### src/design/permutation_unrank_assert.svh
// ---------------------------------------------------------------------------
// permutation_unrank_assert.svh - assertion macros
// Clocked implication checks with a synchronous active-low reset.
// ---------------------------------------------------------------------------
`ifndef PERMUTATION_UNRANK_ASSERT_SVH
`define PERMUTATION_UNRANK_ASSERT_SVH

// Same-cycle implication.
`define PU_ASSERT_NOW(label, clk, rstn, ante, cons, msg) \
    label: assert property (@(posedge clk) disable iff (!(rstn)) (ante) |-> (cons)) \
        else $error(msg);

// Next-cycle implication.
`define PU_ASSERT_NEXT(label, clk, rstn, ante, cons, msg) \
    label: assert property (@(posedge clk) disable iff (!(rstn)) (ante) |=> (cons)) \
        else $error(msg);

`endif

### src/design/pu_pkg.sv
// ---------------------------------------------------------------------------
// pu_pkg - permutation unrank package
// Field widths and the factorial table for the factorial number system.
// ---------------------------------------------------------------------------
`default_nettype none

package pu_pkg;

    localparam int RANK_W  = 45;   // input rank width
    localparam int FIELD_W = 4;    // position / element_value width
    localparam int CFG_W   = 5;    // perm_size register width
    localparam int FACT_W  = 64;   // holds 20!, and the weights shifted by QW-1
    localparam int FACT_IW = 5;    // index into the factorial table
    localparam int FACT_N  = 21;   // 0! .. 20!

    typedef logic [FACT_W-1:0] fact_t;

    localparam fact_t FACT_TABLE [0:FACT_N-1] = '{
        64'd1,
        64'd1,
        64'd2,
        64'd6,
        64'd24,
        64'd120,
        64'd720,
        64'd5040,
        64'd40320,
        64'd362880,
        64'd3628800,
        64'd39916800,
        64'd479001600,
        64'd6227020800,
        64'd87178291200,
        64'd1307674368000,
        64'd20922789888000,
        64'd355687428096000,
        64'd6402373705728000,
        64'd121645100408832000,
        64'd2432902008176640000
    };

endpackage

`default_nettype wire

### src/design/permutation_unrank.sv
// ---------------------------------------------------------------------------
// permutation_unrank - Lehmer-code permutation unranking
// Turns a lexicographic rank into a permutation, one element per transfer.
// ---------------------------------------------------------------------------
// Usage:
//  - Input channel (s_valid/s_ready/s_rank): one rank per transfer. s_ready is
//    high only while the block is idle, so one rank is processed at a time.
//  - Result channel (m_*): one transfer per position 0..N-1, N the effective
//    perm_size (0 reads as 1, above MAX_SIZE reads as MAX_SIZE); m_last marks
//    the final one. A rank not below N! gives a single transfer with
//    m_rank_error and m_last set, position and value zero.
//  - Config channel (cfg_valid/cfg_ready/cfg_data): writes perm_size; always
//    ready, write only while no rank is in flight.
//  - Timing: a range check after the input transfer, then per position
//    restoring division into a QW-bit quotient (QW = clog2(MAX_SIZE), one
//    quotient bit per cycle on the shared compare/subtract unit) plus a pick.
//    After the last element is registered the sequencer idles and takes the
//    next rank; a rank not below N! goes from the check straight to the error
//    transfer.
//  - Reset: perm_size returns to 16, the sequencer idles, no result is held.
//  - Stall: the result register holds while m_ready is low; the division for
//    the next position proceeds and then waits in the pick cycle.
// ---------------------------------------------------------------------------
`default_nettype none

module permutation_unrank
    import pu_pkg::*;
#(
    parameter int MAX_SIZE = 16
) (
    input  wire logic                aclk,
    input  wire logic                aresetn,
    // configuration
    input  wire logic                cfg_valid,
    output logic                     cfg_ready,
    input  wire logic [CFG_W-1:0]    cfg_data,
    // input ranks
    input  wire logic                s_valid,
    output logic                     s_ready,
    input  wire logic [RANK_W-1:0]   s_rank,
    // results
    output logic                     m_valid,
    input  wire logic                m_ready,
    output logic [FIELD_W-1:0]       m_position,
    output logic [FIELD_W-1:0]       m_element_value,
    output logic                     m_last,
    output logic                     m_rank_error
);

`include "permutation_unrank_assert.svh"

    localparam int VW = (MAX_SIZE > 1) ? $clog2(MAX_SIZE) : 1;   // value / position / quotient
    localparam int QW = VW;
    localparam int SW = $clog2(MAX_SIZE + 1);                     // size
    localparam int KW = (QW > 1) ? $clog2(QW) : 1;                // quotient bit counter

    // sequencer codes
    localparam logic [2:0] ST_IDLE  = 3'd0;
    localparam logic [2:0] ST_CHECK = 3'd1;
    localparam logic [2:0] ST_DIV   = 3'd2;
    localparam logic [2:0] ST_PICK  = 3'd3;
    localparam logic [2:0] ST_ERR   = 3'd4;

    logic [2:0]        state_reg, state_next;
    logic [CFG_W-1:0]  cfg_size_reg;
    logic [SW-1:0]     size_reg, size_next;
    logic [RANK_W-1:0] rem_reg, rem_next;
    fact_t             sw_reg, sw_next;       // weight shifted to current quotient bit
    logic [QW-1:0]     q_reg, q_next;
    logic [KW-1:0]     cnt_reg, cnt_next;
    logic [VW-1:0]     pos_reg, pos_next;
    logic [VW-1:0]     list_reg [MAX_SIZE];   // unused values, ascending
    logic [VW-1:0]     list_next [MAX_SIZE];

    logic                m_valid_reg, m_valid_next;
    logic [FIELD_W-1:0]  m_position_reg, m_position_next;
    logic [FIELD_W-1:0]  m_element_reg, m_element_next;
    logic                m_last_reg, m_last_next;
    logic                m_error_reg, m_error_next;

    logic          out_free;
    logic          in_xfer;
    logic [SW-1:0] eff_size;
    logic          ge;
    logic          is_last;
    logic [VW-1:0] pick;

    assign cfg_ready = 1'b1;
    assign s_ready   = (state_reg == ST_IDLE);
    assign in_xfer   = s_valid && s_ready;
    assign out_free  = !m_valid_reg || m_ready;

    assign m_valid         = m_valid_reg;
    assign m_position      = m_position_reg;
    assign m_element_value = m_element_reg;
    assign m_last          = m_last_reg;
    assign m_rank_error    = m_error_reg;

    // clamp the configured size to 1..MAX_SIZE
    always_comb begin
        if (cfg_size_reg == '0) begin
            eff_size = SW'(1);
        end else if (cfg_size_reg > CFG_W'(MAX_SIZE)) begin
            eff_size = SW'(MAX_SIZE);
        end else begin
            eff_size = SW'(cfg_size_reg);
        end
    end

    // shared compare/subtract unit
    assign ge      = (FACT_W'(rem_reg) >= sw_reg);
    assign is_last = ((SW'(pos_reg) + SW'(1)) == size_reg);
    assign pick    = list_reg[q_reg];

    always_comb begin
        state_next      = state_reg;
        size_next       = size_reg;
        rem_next        = rem_reg;
        sw_next         = sw_reg;
        q_next          = q_reg;
        cnt_next        = cnt_reg;
        pos_next        = pos_reg;
        list_next       = list_reg;
        m_valid_next    = m_valid_reg;
        m_position_next = m_position_reg;
        m_element_next  = m_element_reg;
        m_last_next     = m_last_reg;
        m_error_next    = m_error_reg;

        if (m_valid_reg && m_ready) begin
            m_valid_next = 1'b0;
        end

        case (state_reg)
            ST_IDLE: begin
                if (in_xfer) begin
                    rem_next   = s_rank;
                    size_next  = eff_size;
                    state_next = ST_CHECK;
                end
            end
            ST_CHECK: begin
                for (int i = 0; i < MAX_SIZE; i++) begin
                    list_next[i] = VW'(i);
                end
                pos_next = '0;
                q_next   = '0;
                cnt_next = KW'(QW - 1);
                sw_next  = FACT_TABLE[FACT_IW'(size_reg - SW'(1))] << (QW - 1);
                if (FACT_W'(rem_reg) >= FACT_TABLE[FACT_IW'(size_reg)]) begin
                    state_next = ST_ERR;
                end else begin
                    state_next = ST_DIV;
                end
            end
            ST_DIV: begin
                if (ge) begin
                    rem_next = rem_reg - sw_reg[RANK_W-1:0];
                end
                q_next  = (q_reg << 1) | QW'(ge);
                sw_next = sw_reg >> 1;
                cnt_next = cnt_reg - KW'(1);
                if (cnt_reg == '0) begin
                    state_next = ST_PICK;
                end
            end
            ST_PICK: begin
                if (out_free) begin
                    m_valid_next    = 1'b1;
                    m_position_next = FIELD_W'(pos_reg);
                    m_element_next  = FIELD_W'(pick);
                    m_last_next     = is_last;
                    m_error_next    = 1'b0;
                    // drop the picked value from the list
                    for (int i = 0; i < MAX_SIZE - 1; i++) begin
                        if (i >= int'(q_reg)) begin
                            list_next[i] = list_reg[i+1];
                        end
                    end
                    if (is_last) begin
                        state_next = ST_IDLE;
                    end else begin
                        pos_next   = pos_reg + VW'(1);
                        q_next     = '0;
                        cnt_next   = KW'(QW - 1);
                        sw_next    = FACT_TABLE[FACT_IW'(size_reg - SW'(2) - SW'(pos_reg))]
                                     << (QW - 1);
                        state_next = ST_DIV;
                    end
                end
            end
            ST_ERR: begin
                if (out_free) begin
                    m_valid_next    = 1'b1;
                    m_position_next = '0;
                    m_element_next  = '0;
                    m_last_next     = 1'b1;
                    m_error_next    = 1'b1;
                    state_next      = ST_IDLE;
                end
            end
            default: begin
                state_next = ST_IDLE;
            end
        endcase
    end

    // control state
    always_ff @(posedge aclk) begin
        if (!aresetn) begin
            state_reg    <= ST_IDLE;
            cfg_size_reg <= CFG_W'(16);
            m_valid_reg  <= 1'b0;
        end else begin
            state_reg   <= state_next;
            m_valid_reg <= m_valid_next;
            if (cfg_valid && cfg_ready) begin
                cfg_size_reg <= cfg_data;
            end
        end
    end

    // datapath
    always_ff @(posedge aclk) begin
        size_reg       <= size_next;
        rem_reg        <= rem_next;
        sw_reg         <= sw_next;
        q_reg          <= q_next;
        cnt_reg        <= cnt_next;
        pos_reg        <= pos_next;
        list_reg       <= list_next;
        m_position_reg <= m_position_next;
        m_element_reg  <= m_element_next;
        m_last_reg     <= m_last_next;
        m_error_reg    <= m_error_next;
    end

    // checks
    `PU_ASSERT_NOW(a_err_shape, aclk, aresetn, m_valid && m_rank_error, m_last && (m_position == '0) && (m_element_value == '0), "error result must be a lone flagged transfer")
    `PU_ASSERT_NOW(a_q_range, aclk, aresetn, state_reg == ST_PICK, (SW'(q_reg) + SW'(pos_reg)) < size_reg, "quotient exceeds remaining values")
    `PU_ASSERT_NEXT(a_div_flow, aclk, aresetn, state_reg == ST_DIV, (state_reg == ST_DIV) || (state_reg == ST_PICK), "division left early")
    `PU_ASSERT_NEXT(a_accept_check, aclk, aresetn, s_valid && s_ready, state_reg == ST_CHECK, "accepted rank not range checked")

endmodule

`default_nettype wire

### config.mk
export PLATFORM = sky130hd
export DESIGN_NAME = permutation_unrank
export DESIGN_NICKNAME = d
export VERILOG_FILES = /design/src/design/pu_pkg.sv /design/src/design/permutation_unrank.sv
export VERILOG_INCLUDE_DIRS = /design/src /design/src/design
export SDC_FILE = /design/constraint.sdc
export NUM_CORES = 1
export LEC_CHECK = 0
export ABC_CLOCK_PERIOD_IN_PS = 6200
export BUFFER_PORTS_ARGS = -buffer_cell sky130_fd_sc_hd__buf_2
export CAP_MARGIN = 20
export CORE_UTILIZATION = 40
export DETAILED_ROUTE_END_ITERATION = 8
export PLACE_DENSITY_LB_ADDON = 0.2
export SYNTH_ARGS = -nofsm -noshare
export SYNTH_HDL_FRONTEND = slang
export SYNTH_SLANG_ARGS = --single-unit
export TNS_END_PERCENT = 100
### constraint.sdc
create_clock -name aclk -period 6.2 [get_ports aclk]
set_input_delay 0.31 -clock aclk [delete_from_list [all_inputs] [get_ports aclk]]
set_output_delay 0.31 -clock aclk [all_outputs]
set_load 0.01 [all_outputs]
==> results of run 1 <==
[power by group]
part	leakage (nW)	internal [mW]	switching (mW)
clock	0.280	0.602	0.519
sequential	1.72	1.58	0.127
combinational	4.10	0.645	1.13
[worst max-delay path: cells and delay by family (launching register included)]
kind,cells,cell delay [ns]
AND/OR/NAND/NOR,6,1.57
AO/OA/AOI/OAI,6,1.45
flip-flops,1,0.75
buffers and inverters,2,0.52
adder cells (fa/ha/maj),1,0.34
[cells by family after synthesis]
group / Yosys count / share of synthesized area, %
compound gates: 427 / 20.6
xor+xnor: 55 / 3.52
fa+ha+maj: 129 / 11.9
buf+inv: 176 / 5.36
flops: 188 / 40.5
mux: 22 / 2.81
other cells: 1 / 0.0274
simple gates: 432 / 15.2
[final cells by class]
cell class / instances / area, um^2 / area share [%]
multi-input combinational: 1066 / 7440 / 49.7
sequential: 188 / 5560 / 37.1
clock buffer: 17 / 425 / 2.84
timing repair buffer: 83 / 470 / 3.14
tap: 448 / 561 / 3.74
clock inverter: 15 / 166 / 1.11
inverter: 96 / 360 / 2.41
[how the worst min path moves through the flow]
stage                       to  slack (ns)  cells past startpoint
2_1_floorplan  cfg_size_reg[4]        0.41                      1
3_3_place_gp      list_reg[56]        0.51                      1
3_5_place_dp      list_reg[56]        0.52                      1
4_1_cts        cfg_size_reg[4]        0.08                      3
5_1_grt        cfg_size_reg[4]        0.09                      3
6_report       cfg_size_reg[4]         0.1                      3
[per-layer routing]
| layer | part of all wire [%] | up-vias | global-route usage, % |
|---|---|---|---|
| met5 | 0 | - | 0 |
| met1 | 48 | 5297 | 34.4 |
| li1 | - | 5334 | - |
| met2 | 43 | 440 | 34.2 |
| met4 | 2.2 | 0 | 6.97 |
| met3 | 7.0 | 47 | 4.50 |
[cells in the mapped netlist (17+ instances only)]
cell type / count
and3_1: 34
clkbuf_1: 61
and2_1: 18
xnor2_1: 29
nand2_1: 144
ha_1: 127
a21o_1: 44
nand3_1: 30
xor2_1: 26
nor2_1: 89
a21oi_1: 98
a22oi_1: 17
nor3_1: 29
o21ai_0: 118
inv_1: 94
edfxtp_1: 179
a31oi_1: 21
nand2b_1: 26
nor2b_1: 19
==> results.md, run 1 <==
* Placed insts at 1880
* Vias/cell at 5.81
* Fmax at around 0.21 GHz
* Worst-path fanout max at 17
* First-pass GRT wire length at 62600 um
* CP endpoint kind: register
* Routed Antenna Nets at 0
* Iteration-0 DRC Markers at approximately 1300
* Vias in the first global route at between 10000 and 15000
* Cts repair resizes at 0
* Worst setup SP type: register
* Gr usage total at 23.3%
* Skew final at ~0.011 ns
* Fin util at 44.6%
* Status: finished, final reports clean
* Synthesis Warnings at 0
* Pin slew with the least headroom to its limit at 1.05 ns
* Layout cell share with drive strength beyond 1 at 11.2%
* Design Area, Final at 15000 um^2
* Tightest Hold Check Type: in -> reg
* Synthesized area at about 14000 um^2
* Routed wire length at between 40000 and 50000 um
* Die height at 187 um
* WS Path Type: reg -> reg
* Total power at ~4.6 mW
* Seq/Total Area, Yosys at 40.5%
* CTS H-tree lvls at 4
* I/O Buffers at 66
* Nets at between 1500 and 2000
* CTS clk-pin slew, worst paths at ~0.08 ns
* Async set or reset register ratio after synthesis at 0%
* Die area at ~35000 um^2
* Worst slack at placement at 1.61 ns
* Syn_area_per_cell at roughly 9.6 um^2
* Crit path cell chain: clkinv_1 > nor3_1 > o21ai_0 > a21boi_0 > ha_1 > nand4_1 > nor3_1 > inv_1 > nor3_1 > a21oi_1 > nand2_1 > a311oi_1 > a222oi_1 > a31oi_1 > nor3b_1
* TritonCTS clock tree: built
* FP Rows at 67
* P&R area growth vs syn at 9.32%
* Post-CTS Setup Inserts at 0
* Final period util at 76.1%
* Crit path top cell by count: nor3_1
* Mapped Nets at 1614
* Gate Count Post-Synth at 1430
* Antenna violations before repair at 0
* Hold Slack at 0.0998 ns
* FF+latch count, synth at 188
* Layout fillers at 3242
* Core Area at 33600 um^2
* Hold_buf cts at 0
* Clock sinks at ~190
* Power Density at 307 nW/um^2
* Slowest stage delay, CP at 0.75 ns
* Most frequent cells in the layout: 179 x edfxtp_1, 144 x nand2_1, 127 x ha_1, 118 x o21ai_0, 98 x a21oi_1
* HPWL after DPL at 30300 um
* Global route overflow at 0
* Fin cells at 1913
* Worst R2R Start: size_reg[3]
* Pleak at 6.11 nW
* Relative slew slack at 29.4%
* Total negative slack at 0 ns
* Primary FF master, synth: edfxtp_1
* Routed len/inst at 21.1 um
* Reg2reg path depth at 15
* Largest register FFs at 60
* Number of remaining DRC errors at 0
* Synth top area cells: edfxtp_1 39%, ha_1 12%, o21ai_0 4.3%
* Die width at 187 um
* Area after DPL at 14400 um^2
* Gpl congestion at 0.944
* Final hold violation count at 0
* Flop-to-flop setup slack at 1.48 ns
* Worst Path Required at 6.56 ns
* Post-synth EDFFs at approximately 180
* PnR worst setup slack at 1.48 ns
* CTS max path bufs at 2
* VDD IR max at 226 uV
* Setup violators final at 0
* Hold wc startpoint: cfg_data[4]
* Worst Setup SP: size_reg[3]
* Largest net degree at the start of global routing at 98
* RSZ-0062 raised after global routing: no
* Overall via count from detail_route at 11100
* Worst skew pair latency at roughly 0.45 ns
* Total CTS buffers at 17
* Share of the synthesized area in the top cell type at between 30% and 40%
* Starting Density at 40.8%
* Most common cell after layout, fill and taps aside: edfxtp_1
* CP max-delay cell: edfxtp_1
* Critical path arrival at 5.09 ns
* I/O Pins at 68
* Root buffer cell: clkbuf_16
* Yosys cell types at 88
* Crit path to: state_reg[2]
* Max_cap viols at 0
* Post-route minimum period at 4.72 ns
* Synth area leader: edfxtp_1
* Pins Over Slew Limit at 0
* TritonRoute pass-1 iters at 7
* N_diodes at 0
* R2r endpoint: state_reg[2]
(Power assumes the default switching activity.)
==> inputs of run 2 (changes only) <==
Settings changed: ABC_CLOCK_PERIOD_IN_PS 6200 to 3800.
Clock period 6.2 ns to 3.8 ns, I/O delays scaled along.
==> run 2 against run 1 <==
Effect of this change:
- utilization up 1.5 points
- total power increased by 66%
- largest power group unchanged
- die area is the same
- flip-flop and latch count unchanged
- clock-buffer cell count stayed put
- sequential power up 62%
==> results.md, run 2 (synthesis gave the netlist of run 1 again) <==
* N_diodes at 0 (unchanged)
* PnR worst setup slack at 0.198 ns (-1.28 ns)
* P&R area growth vs syn at 12.9%
* Routed Antenna Nets at 0 (unchanged)
* Iteration-0 DRC Markers at 1053 (-17%)
* Layout fillers at 3237 (-0.15%)
* Slowest stage delay, CP at 0.42 ns (-0.33 ns)
* Skew final at 0.0169 ns (+0.00589 ns)
* Crit path cell chain: inv_1 > ha_1 > fa_1 > nor2b_1 > o31a_1 > nor3_1 > o221a_2 > o41ai_4 > a21o_2 > a21oi_4 > nor2_1 > o211ai_1 > a21oi_1 > or2_2 > buf_12
* Core Area at 33600 um^2 (unchanged)
* HPWL after DPL at 31200 um (+2.9%)
* CP max-delay cell: fa_1
* CTS H-tree lvls at 4 (unchanged)
* Worst Path Required at 3.93 ns (-2.63 ns)
* Vias in the first global route at 10600 (+0.45%)
* TritonCTS clock tree: built
* Worst slack at placement at 0.235 ns (-1.37 ns)
* Power Density at 495 nW/um^2 (+61%)
* Largest net degree at the start of global routing at 98 (unchanged)
* Pleak at 6.36 nW (+4.2%)
* Post-CTS Setup Inserts at 0 (unchanged)
* Starting Density at 40.8% (unchanged)
* CTS max path bufs at 2 (unchanged)
* Post-route minimum period at 3.60 ns (-1.12 ns)
* Worst-path fanout max at 45 (+28)
* Routed wire length at 41000 um (+1.6%)
* Gpl congestion at 0.962 (+1.9%)
* RSZ-0062 raised after global routing: no
* Die width at 187 um (unchanged)
* Total power at 7.66 mW (+66%)
* Worst skew pair latency at 0.46 ns (about the same)
* Register Area at 5560 um^2 (unchanged)
* Root buffer cell: clkbuf_16
* Flop-to-flop setup slack at 0.20 ns (-1.28 ns)
* Pins Over Slew Limit at 0 (unchanged)
* Gr usage total at 23.5% (+0.16 points)
* Relative slew slack at 34.9% (+5.4 points)
* FP Rows at 67 (unchanged)
* Global route overflow at 0 (unchanged)
* Die area at 35000 um^2 (unchanged)
* Die height at 187 um (unchanged)
* Total negative slack at 0 ns (unchanged)
* Max_cap viols at 0 (unchanged)
* Most frequent cells in the layout: 179 x edfxtp_1, 144 x nand2_1, 125 x ha_1, 116 x o21ai_0, 98 x a21oi_1
* Status: finished, final reports clean
* Final period util at 94.8% (+19 points)
* VDD IR max at 359 uV (+59%)
* Number of remaining DRC errors at 0 (unchanged)
* Antenna violations before repair at 0 (unchanged)
* Fmax at 0.278 GHz (+31%)
* First-pass GRT wire length at 63000 um (+0.58%)
* Tightest Hold Check Type: in -> reg
* Clock sinks at 188 (unchanged)
* Critical path arrival at 3.73 ns (-1.36 ns)
* Worst setup SP type: register
* Setup violators final at 0 (unchanged)
* Routed len/inst at 20.9 um (-0.88%)
* Layout cell share with drive strength beyond 1 at 13.5% (+2.3 points)
* TritonRoute pass-1 iters at 6 (-1)
* I/O Buffers at 66 (unchanged)
* Overall via count from detail_route at 11300 (+1.4%)
* Largest register FFs at 60 (unchanged)
* CP endpoint kind: register
* Total CTS buffers at 17 (unchanged)
* Final hold violation count at 0 (unchanged)
* WS Path Type: reg -> reg
* CTS clk-pin slew, worst paths at 0.08 ns (about the same)
* Worst path bufs/invs at 2 (unchanged)
* Nets at 1683 (+2.9%)
* Multi-input gate area at 7470 um^2 (+0.37%)
* Cell family with most CP delay: compound AO/OA/AOI/OAI gates
* Pin slew with the least headroom to its limit at 0.977 ns (-0.0773 ns)
* Vias/cell at 5.75 (-1.0%)
* I/O Pins at 68 (unchanged)
* Most common cell after layout, fill and taps aside: edfxtp_1
-- run 2: cell count changes in the layout (fill, tap and decap cells not counted), moves of 4 or more --
cell	change
buf_4	+29
clkinv_8	+7
clkinvlp_4	-4
dlygate4sd3_1	+15
-- run 2: path summary, 6_finish.rpt --
kind	from	endpoint	depth (start not counted)
worst max register to register	rem_reg[0]	rem_reg[4]	15
worst min register to register	list_reg[38]	list_reg[42]	1
worst min-delay path	s_rank[31]	rem_reg[31]	3
worst max-delay path	rem_reg[0]	rem_reg[4]	15
-- run 2: where the power goes --
part | switching, mW | total (mW) | internal (mW)
sequential | 0.190 | 2.77 | 2.58
combinational | 1.89 | 3.02 | 1.13
clock | 0.973 | 1.87 | 0.900
-- run 2: final cells by class --
cell class / instances / share of cell area, %
clock inverter: 15 / 1.27
timing repair buffer: 130 / 5.85
tap: 448 / 3.62
multi-input combinational: 1066 / 48.3
clock buffer: 17 / 2.75
sequential: 188 / 35.9
inverter: 96 / 2.33
-- run 2: worst register-to-register path: stages, from the launching register on --
cell	delay, ns
edfxtp_1	0.32
inv_1	0.06
ha_1	0.22
fa_1	0.42
nor2b_1	0.17
o31a_1	0.18
nor3_1	0.06
o221a_2	0.29
o41ai_4	0.35
a21o_2	0.27
a21oi_4	0.09
nor2_1	0.10
o211ai_1	0.10
a21oi_1	0.19
or2_2	0.16
buf_12	0.25
-- run 2: stage by stage --
| step | utilization (%) | area, um^2 | cells | hold WS [ns] |
|---|---|---|---|---|
| floorplan | - | 13700 | 1430 | 0.289 |
| global placement | 43.6 | 14600 | 1912 | 0.421 |
| detailed placement | 43.6 | 14600 | 1912 | 0.421 |
| CTS | 45.9 | 15400 | 1959 | 0.0000666 |
| global route | 46.0 | 15500 | 1960 | 0.00899 |
| finish | 46.0 | 15500 | 1960 | 0.0117 |
-- run 2: metal layers --
metal  vias up  part of all wire, %  track usage [%]  wire (um)
met1      5376                   46             33.9      19000
met3        34                  8.0             4.99       3280
met4         0                  1.5             5.83        624
met5         -                    0                0          0
li1       5422                    -                -          -
met2       443                   44             35.5      18100
-- run 2: timing repair --
item                                   in CTS  in global routing
endpoints found under the hold margin      15                  0
gates resized for setup                     0                 10
setup endpoints to repair                   0                  2
hold buffers                               15                  0
